$ cat config.mk
export PLATFORM = sky130hd
export DESIGN_NAME = tsf_accum
export DESIGN_NICKNAME = d
export VERILOG_FILES = /design/src/rtl/tsf_pkg.sv /design/src/rtl/tsf_accum.sv
export SDC_FILE = /design/constraint.sdc
export NUM_CORES = 1
export LEC_CHECK = 0
export BUFFER_PORTS_ARGS = -buffer_cell sky130_fd_sc_hd__clkbuf_2
export CORE_ASPECT_RATIO = 1.75
export CORE_MARGIN = 2
export CORE_UTILIZATION = 40
export CTS_BUF_LIST = sky130_fd_sc_hd__clkbuf_4
export CTS_CLUSTER_DIAMETER = 80
export DETAILED_ROUTE_END_ITERATION = 7
export SLEW_MARGIN = 25
export SYNTH_ARGS = -nofsm -noshare
export SYNTH_HDL_FRONTEND = slang
export SYNTH_SLANG_ARGS = --single-unit
$ cat constraint.sdc
create_clock -name clk -period 10 [get_ports clk]
set_clock_uncertainty 0.05 [all_clocks]
set_input_delay 2 -clock clk [delete_from_list [all_inputs] [get_ports clk]]
set_output_delay 2 -clock clk [all_outputs]
set_load 0.1 [all_outputs]
$ cat src/rtl/tsf_pkg.sv
`timescale 1ns / 1ps
// ----------------------------------------------------------------------------
// tsf_pkg
// Shared widths, register indexes and pipeline types of the trapezoidal
// shaping filter.
// ----------------------------------------------------------------------------
package tsf_pkg;

  localparam int SAMPLE_W   = 16;
  localparam int DECAY_W    = 16;
  localparam int LEN_W      = 10;
  localparam int DLY_W      = 12;
  localparam int COUNT_W    = 13;
  localparam int DIFF_W     = 18;
  localparam int RAMP_W     = 32;
  localparam int PROD_W     = DECAY_W + 1 + DIFF_W;
  localparam int SHAPE_W    = 48;
  localparam int NUM_TAPS   = 3;
  localparam int FIFO_DEPTH = 8;
  localparam int FIFO_AW    = 3;
  localparam int CREDIT_W   = 4;
  localparam int ADDR_W     = 4;
  localparam int DATA_W     = 32;

  localparam logic [COUNT_W-1:0] COUNT_MAX = 13'd8191;

  typedef enum logic [1:0] {
    REG_DECAY = 2'd0,
    REG_RISE  = 2'd1,
    REG_FLAT  = 2'd2
  } reg_idx_t;

  typedef struct packed {
    logic valid;
    logic start;
  } pipe_ctl_t;

  typedef struct packed {
    logic use_now;
    logic use_mem;
  } tap_sel_t;

endpackage

$ cat src/rtl/tsf_accum.sv
`timescale 1ns / 1ps
// ----------------------------------------------------------------------------
// tsf_accum
// Ramp accumulator q += d with the decay product M*d, then the shaping
// accumulator s += q + M*d.
// ----------------------------------------------------------------------------
module tsf_accum (
  input  logic                               clk,
  input  logic                               rst,
  input  tsf_pkg::pipe_ctl_t                 ctl_in,
  input  logic signed [tsf_pkg::DIFF_W-1:0]  diff,
  input  logic [tsf_pkg::DECAY_W-1:0]        decay,
  output logic                               push,
  output logic signed [tsf_pkg::SHAPE_W-1:0] result
);
  import tsf_pkg::*;

  pipe_ctl_t                 ctl3;
  logic signed [RAMP_W-1:0]  ramp;
  logic signed [RAMP_W-1:0]  ramp_next;
  logic signed [PROD_W-1:0]  prod;
  logic signed [PROD_W-1:0]  prod_next;
  logic signed [SHAPE_W-1:0] shape;
  logic signed [SHAPE_W-1:0] shape_next;

  assign ramp_next  = (ctl_in.start ? RAMP_W'(0) : ramp) + RAMP_W'(diff);
  assign prod_next  = $signed({1'b0, decay}) * diff;
  assign shape_next = (ctl3.start ? SHAPE_W'(0) : shape) + SHAPE_W'(ramp)
                    + SHAPE_W'(prod);

  assign push   = ctl3.valid;
  assign result = shape_next;

  always_ff @(posedge clk) begin
    if (rst) begin
      ctl3  <= '0;
      ramp  <= '0;
      shape <= '0;
    end else begin
      ctl3 <= ctl_in;
      if (ctl_in.valid) begin
        ramp <= ramp_next;
      end
      if (ctl3.valid) begin
        shape <= shape_next;
      end
    end
  end

  always_ff @(posedge clk) begin
    if (ctl_in.valid) begin
      prod <= prod_next;
    end
  end

endmodule

==> metrics.txt <==
status finished clean; largest net degree at the start of global routing 76; Clk pin slew, worst setup/hold paths 0.12 ns; cts repair resizes 0; CTS Buffer Depth 2; minimum clock period after layout 7.86 ns; hold path start shape[41]; Max-slew headroom 37.4%; Die X 175 um; RSZ-0062 raised after global routing no; Rows 110; TritonCTS buffer count 17; crit-path most repeated cell fa_1; DRT iter0 DRCs ~680; critical path peak fanout 18; sequential-to-total area share from yosys stat between 10% and 20%; Pre-Repair DR Iteration Count 7; vias 15500; Slew @ Worst Pin 0.939 ns; nets@finish 2857; final core occ roughly 43%; chip height 304 um; Worst path slowest cell fa_1; H-tree levels 4; post-synthesis cell count ~2300; fmax 127 MHz; critical path's largest stage delay ~0.64 ns; Worst Path Arrival 8.15 ns; Final ANT Viol Nets 0; flops & latches, synth between 100 and 150; Overflow after GRT 0; Worst Hold End shape[41]; Clk Tree Root Cell clkbuf_4; TritonCTS clock tree yes; Setup Crit Path Kind primary input to flop; mapped cell area 20600 um^2; area leader, netlist fa_1; first-pass GRT wire length 86.7 mm; Setup crit start kind primary input; vias in the first global route around 17000; Async S/R FF share, synth 0%; library cells used by synthesis 74; launching point of the worst reg2reg path ctl3[0]; Routability Congestion 0.894; worst min-delay path class flop to flop; GRT Resource Usage Total 20.4%; Area contributors post-synth fa_1 33%, ha_1 10%, dfxtp_1 8.0%, inv_1 7.2%, edfxtp_1 5.1%; final hold violations 0; Reg2Reg Depth 13; Ports 87; Slew Limit Fails 0; total core area 51200 um^2; drt total wl 52.8 mm; Synth warnings 0; CP Cell Sequence clkbuf_2 -> and2_1 -> fa_1 -> inv_1 -> fa_1 -> inv_1 -> fa_1 -> fa_1 -> fa_1 -> inv_1 -> fa_1 -> inv_1 -> ha_1 -> a21oi_1 -> nor2b_1 -> nand2_1 -> o21ai_0 -> o22ai_1 -> o21a_1 -> o41ai_1 -> xnor2_1; crit path from decay[2]; Die Area 53400 um^2; PortBufs 86; commonest cells after routing, fill and taps aside 394 x inv_1, 342 x fa_1, 242 x nand2_1, 167 x ha_1, 128 x and2_1; DP HPWL 43.2 mm; antenna violations before repair 1; Clk Latency, worst-skew pair a little under 0.6 ns; # DRC 0; cts hold-fix bufs 0; commonest non-fill, non-tap cell in the layout inv_1; layout cells sized above 1 a little under 6%; Syn Nets 2837; DR WL/cell ~18 um; postcts setup bufs 0; Synth Flop Type dfxtp_1; clock sink total roughly 120; CP required roughly 10 ns; Hold Path Depth 2; reg2reg end shape[40]; Via density 5.19; area share of the largest cell type after synthesis 33.3%; number of synthesized flops with an enable pin 35; Initial Utilization 40.2%; area grow syn2layout 6.11%; Final Cycle Share 78.6%; max_cap viols 0; Setup TNS 0 ns; final-report setup violation count 0; syn_area_per_cell around 9 um^2; R2R Setup Slk 5.23 ns; critical path endpoint category flop
-- kinds of logic after synthesis --
group	Yosys count	share of synthesized area [%]
compound gates	336	11.1
xor+xnor	99	4.21
fa+ha+maj	509	43.4
buf+inv	486	8.92
flops	117	13.1
mux	54	2.63
simple gates	689	16.7
-- flip-flops by register name, indices dropped and copies added (netlist names) --
register and cells:
ctl3 1, shape 48, ramp 32, push 1, prod 35
-- per-stage QoR --
step                      worst slack, ns  hold slack, ns  instance area [um^2]  cells
after floorplan                      2.06           0.367                 20600   2290
after detailed placement             1.51           0.387                 21600   2963
after global routing                 1.81           0.441                 21800   2995
final                                2.14           0.415                 21800   2995
after global placement               1.65           0.382                 21600   2963
after CTS                            2.18           0.415                 21800   2994
-- final cells by class --
cell class	count	area [um^2]
Multi-Input combinational cell	1687	16100
Clock buffer	20	150
Antenna cell	1	2.50
Timing Repair Buffer	93	483
Clock inverter	11	136
Tap cell	672	841
Inverter	394	1480
Sequential cell	117	2700
Fill cell	5167	29400
-- Yosys cell counts, types with 14 or more instances --
cell and instances:
nand2b_1 14, edfxtp_1 35, dfxtp_1 82, clkbuf_1 79, o21a_1 21, inv_1 394, nor3_1 15, and2_1 128
a21oi_1 92, ha_1 167, mux2i_1 54, o21ai_0 41, a21o_1 60, fa_1 342, nand3_1 17, xor2_1 25
nand4_1 14, nand2_1 242, xnor2_1 74, nor2b_1 88, nor2_1 120
-- worst max-delay path: cells and delay by family --
kind | cells | cell delay [ns]
AND/OR/NAND/NOR | 3 | 0.61
AO/OA/AOI/OAI | 5 | 1.23
adder cells (fa/ha/maj) | 7 | 3.60
buffers and inverters | 5 | 0.58
XOR/XNOR | 1 | 0.10
-- layer usage --
metal	global-route usage (%)	vias to the layer above	wire length, um
met5	0	-	0
met4	7.53	0	1800
met3	1.76	92	1490
met2	38.8	311	28200
met1	23.4	7817	21300
li1	-	7312	-
-- worst max path at each step --
| stage | end | slack [ns] |
|---|---|---|
| floorplan | prod[30] | 2.06 |
| global placement | prod[33] | 1.65 |
| detailed placement | prod[33] | 1.51 |
| CTS | prod[33] | 2.18 |
| global route | prod[33] | 1.81 |
| finish | prod[33] | 2.14 |
Power is left out: the tool's default activity adds up to more than one toggle a clock period on the data nets, which glitch-free logic cannot reach.
