$ cat src/rtl/tsf_pkg.sv
`timescale 1ns / 1ps
// ----------------------------------------------------------------------------
// tsf_pkg
// Shared widths, register indexes and pipeline types of the trapezoidal
// shaping filter.
// ----------------------------------------------------------------------------
package tsf_pkg;

  localparam int SAMPLE_W   = 16;
  localparam int DECAY_W    = 16;
  localparam int LEN_W      = 10;
  localparam int DLY_W      = 12;
  localparam int COUNT_W    = 13;
  localparam int DIFF_W     = 18;
  localparam int RAMP_W     = 32;
  localparam int PROD_W     = DECAY_W + 1 + DIFF_W;
  localparam int SHAPE_W    = 48;
  localparam int NUM_TAPS   = 3;
  localparam int FIFO_DEPTH = 8;
  localparam int FIFO_AW    = 3;
  localparam int CREDIT_W   = 4;
  localparam int ADDR_W     = 4;
  localparam int DATA_W     = 32;

  localparam logic [COUNT_W-1:0] COUNT_MAX = 13'd8191;

  typedef enum logic [1:0] {
    REG_DECAY = 2'd0,
    REG_RISE  = 2'd1,
    REG_FLAT  = 2'd2
  } reg_idx_t;

  typedef struct packed {
    logic valid;
    logic start;
  } pipe_ctl_t;

  typedef struct packed {
    logic use_now;
    logic use_mem;
  } tap_sel_t;

endpackage

$ cat src/rtl/tsf_out_fifo.sv
`timescale 1ns / 1ps
// ----------------------------------------------------------------------------
// tsf_out_fifo
// Small result queue that absorbs the words in flight while the sink stalls.
// ----------------------------------------------------------------------------
module tsf_out_fifo (
  input  logic                          clk,
  input  logic                          rst,
  input  logic                          push,
  input  logic [tsf_pkg::SHAPE_W-1:0]   push_data,
  input  logic                          pop,
  output logic                          valid,
  output logic [tsf_pkg::SHAPE_W-1:0]   data
);
  import tsf_pkg::*;

  logic [SHAPE_W-1:0]  mem [FIFO_DEPTH];
  logic [FIFO_AW-1:0]  wr_ptr;
  logic [FIFO_AW-1:0]  rd_ptr;
  logic [CREDIT_W-1:0] count;

  assign valid = (count != '0);
  assign data  = mem[rd_ptr];

  always_ff @(posedge clk) begin
    if (rst) begin
      wr_ptr <= '0;
      rd_ptr <= '0;
      count  <= '0;
    end else begin
      if (push) begin
        wr_ptr <= wr_ptr + 1'b1;
      end
      if (pop) begin
        rd_ptr <= rd_ptr + 1'b1;
      end
      count <= count + CREDIT_W'(push) - CREDIT_W'(pop);
    end
  end

  always_ff @(posedge clk) begin
    if (push) begin
      mem[wr_ptr] <= push_data;
    end
  end

endmodule

$ cat config.mk
export PLATFORM = sky130hd
export DESIGN_NAME = tsf_out_fifo
export DESIGN_NICKNAME = d
export VERILOG_FILES = /design/src/rtl/tsf_pkg.sv /design/src/rtl/tsf_out_fifo.sv
export SDC_FILE = /design/constraint.sdc
export NUM_CORES = 1
export LEC_CHECK = 0
export ABC_AREA = 1
export BUFFER_PORTS_ARGS = -buffer_cell sky130_fd_sc_hd__buf_2
export CAP_MARGIN = 20
export CELL_PAD_IN_SITES_DETAIL_PLACEMENT = 0
export CELL_PAD_IN_SITES_GLOBAL_PLACEMENT = 2
export CORE_ASPECT_RATIO = 1.5
export CORE_MARGIN = 1
export CORE_UTILIZATION = 40
export CTS_CLUSTER_DIAMETER = 150
export CTS_CLUSTER_SIZE = 30
export DETAILED_ROUTE_END_ITERATION = 6
export PLACE_DENSITY_LB_ADDON = 0.15
export SLEW_MARGIN = 5
export SYNTH_ARGS = -nofsm -noshare
export SYNTH_HDL_FRONTEND = slang
export SYNTH_SLANG_ARGS = --single-unit
$ cat constraint.sdc
create_clock -name clk -period 4 [get_ports clk]
set_input_delay 0.2 -clock clk [delete_from_list [all_inputs] [get_ports clk]]
set_output_delay 0.2 -clock clk [all_outputs]
set_load 0.01 [all_outputs]
==> flow_summary.ini <==
[status]
outcome = finished, final reports clean

[timing]
min_period_over_period_pct = 74.5
worst_slew_pin_slew_ns = 1.00
fin_skew_ns = 0.0240
hold_viol_final = 0
fmax_mhz = 336
setup_tns_ns = 0
worst_hold_slack_ns = 0.439
max_slew_margin_pct = 33.3
slew_violations = 0
finalCriticalPeriod_ns = 2.98
setup_slack_ns = 1.02
setup_viol = 0
grt_setup_unrepaired = no

[cells_and_area]
fillers = 4022
drive_gt1_share_pct = 8.11
area_growth_pct = 12.4
seqCellArea_sq_mm = 0.0118
nets = 1912
final_core_util_pct = 45.9
n_antenna_cell = 0
multi_input_area_sq_mm = 0.00366
layout_common_cells = nand2_1, inv_1, edfxtp_1, nand3_1, buf_2
layout_commonest_cell = nand2_1

[synth]
syn-cell-area_sq_mm = 0.0172
yosysWarnings = 0
yosysTopAreaCell = edfxtp_1
synth_top_area_share_pct = 66.9
syn_avg_cell_area_sq_um = 9.92
ys_ff_latch = 397
syn_nets = 1798
yosysSeqAreaShare_pct = 68.4
syn_inst = 1738
ys_types = 18
synth.area.top_cells = edfxtp_1, nand2_1, inv_1, nand3_1, buf_2

[placement]
hpwl_um = 19500
io_buffers = 100
place_congestion = 0.722
post-place-ws_ns = 1.50

[global_routing]
grt_max_degree = 193
track_usage_pct = 18.8
grt_pass1_vias = 11000
grt_pass1_wl_um = 62500
grt_overflow_total = 0
antenna_found_initial = 1

[setup_path]
arrival_ns = 2.78
max_stage_delay_ns = 0.69
startpoint_type = register
rr_endpoint = mem[2][42]
crit_slowest_cell = buf_4
r2r_slack_ns = 1.87
cp.required_ns = 3.80
critPathCaptureType = output pin
rr_startpoint = wr_ptr[0]
critPathKind = reg2out
path_buf_inv = 4
rr_worst_depth = 3
path_delay_family = buffers and inverters
path_max_fanout = 54
cp_common_cell = nand2_1
path_cells = clkinv_2, buf_4, buf_4, nand3_1, nand2_1, nand2_1, nand2_1, buf_2

[floorplanning]
die_h_um = 256
die_w_um = 172
rows = 92
pin_count = 101
die_area_sq_mm = 0.0440
core_sq_mm = 0.0422
start_util_pct = 40.8

[clocking]
root_buffer = clkbuf_16
h-tree-depth = 1
cts_max_path_buffers = 3
worstSkewPairLatency_ns = 0.53
tritoncts = yes
cts_made_buffers = 17
clk_pin_slew_ns = 0.11
cts.sinks = 397

[worst_hold_path]
whs_endpoint = count[1]
holdCritPathClass = in2reg
hold_depth = 3
hp-start = rst

[drt]
vias = 11000
route.detailed.drc = 0
routed_wl_um = 40000
final_antenna_net_count = 0
dr.pass1.iters = 4
wl_per_cell_um = 16.5
vias_per_cell = 4.55
drtIter0Drc = 656

[power]
ir_worst_vdd_mv = 0.318
pwr_density_cell_mw_per_mm2 = 405
p_leak_nw = 8.80

[run]
max_cap_viol_count = 0
==> metrics by stage <==
stage | total power (W) | cells | cell area [sq um]
after floorplan | 0.00544 | 1738 | 17200
after global placement | 0.00582 | 2344 | 18300
after detailed placement | 0.00584 | 2346 | 18400
after CTS | 0.00797 | 2426 | 19400
after global routing | 0.00822 | 2426 | 19400
final | 0.00786 | 2426 | 19400
==> tightest hold or removal path, cell delays in order <==
cell and delay (ns):
dlygate4sd3_1 0.52, buf_2 0.17, nor2_1 0.05
==> cell usage after synthesis, drive strengths merged <==
cell,number
nand2,635
inv,401
edfxtp,384
nand3,195
buf,60
nor2,16
clkbuf,13
dfxtp,13
ha,7
a21oi,6
o21ai,3
or2,2
fa,1
xnor2,1
xor2,1
==> registers in the layout, indices dropped and copies added (netlist names), named ones only <==
signal  count
mem       384
wr_ptr      3
rd_ptr      3
count       4
==> power by group <==
| part | switching, W | internal (W) |
|---|---|---|
| Sequential | 0.0000335 | 0.00467 |
| Clock | 0.00127 | 0.000833 |
| Combinational | 0.000701 | 0.000352 |
| Total | 0.00201 | 0.00585 |
==> routing by layer <==
metal,up-vias,GRT usage [%],wire (um)
met5,-,0,13
met4,2,4.61,688
met3,39,2.02,1230
met2,139,33.1,20200
met1,5272,24.5,17800
li1,5587,-,-
==> how the worst max path moves through the flow <==
stage | from | to | slack [ns] | cells past startpoint
CTS | register | data[26] | 0.94 | 8
global route | register | data[35] | 0.77 | 8
global placement | register | data[23] | 1.47 | 8
detailed placement | register | data[26] | 1.50 | 8
floorplan | wr_ptr[0] | mem[0][0] | 0.87 | 2
finish | register | data[22] | 1.02 | 8
==> what timing repair did <==
| action | CTS | global route |
|---|---|---|
| endpoints found under the hold margin | 395 | 0 |
| resized for setup | 0 | 0 |
| hold buffers | 51 | 0 |
| setup buffers | 0 | 0 |
==> kinds of logic (layout without fill, tap and decap cells) <==
logic type / after synthesis / after routing / synth area share (%)
simple gates: 848 / 848 / 19.9
buf+inv: 474 / 598 / 10.7
flops: 397 / 397 / 68.4
compound gates: 9 / 9 / 0.261
fa+ha+maj: 8 / 8 / 0.624
xor+xnor: 2 / 2 / 0.102
==> layout make-up <==
| cell class | instances | share of cell area (%) |
|---|---|---|
| Clock buffer | 28 | 2.41 |
| Clock inverter | 1 | 0.155 |
| Inverter | 401 | 7.81 |
| Multi-Input combinational cell | 867 | 18.9 |
| Sequential cell | 397 | 60.9 |
| Tap cell | 564 | 3.64 |
| Timing Repair Buffer | 168 | 6.21 |
(Power assumes the default switching activity.)
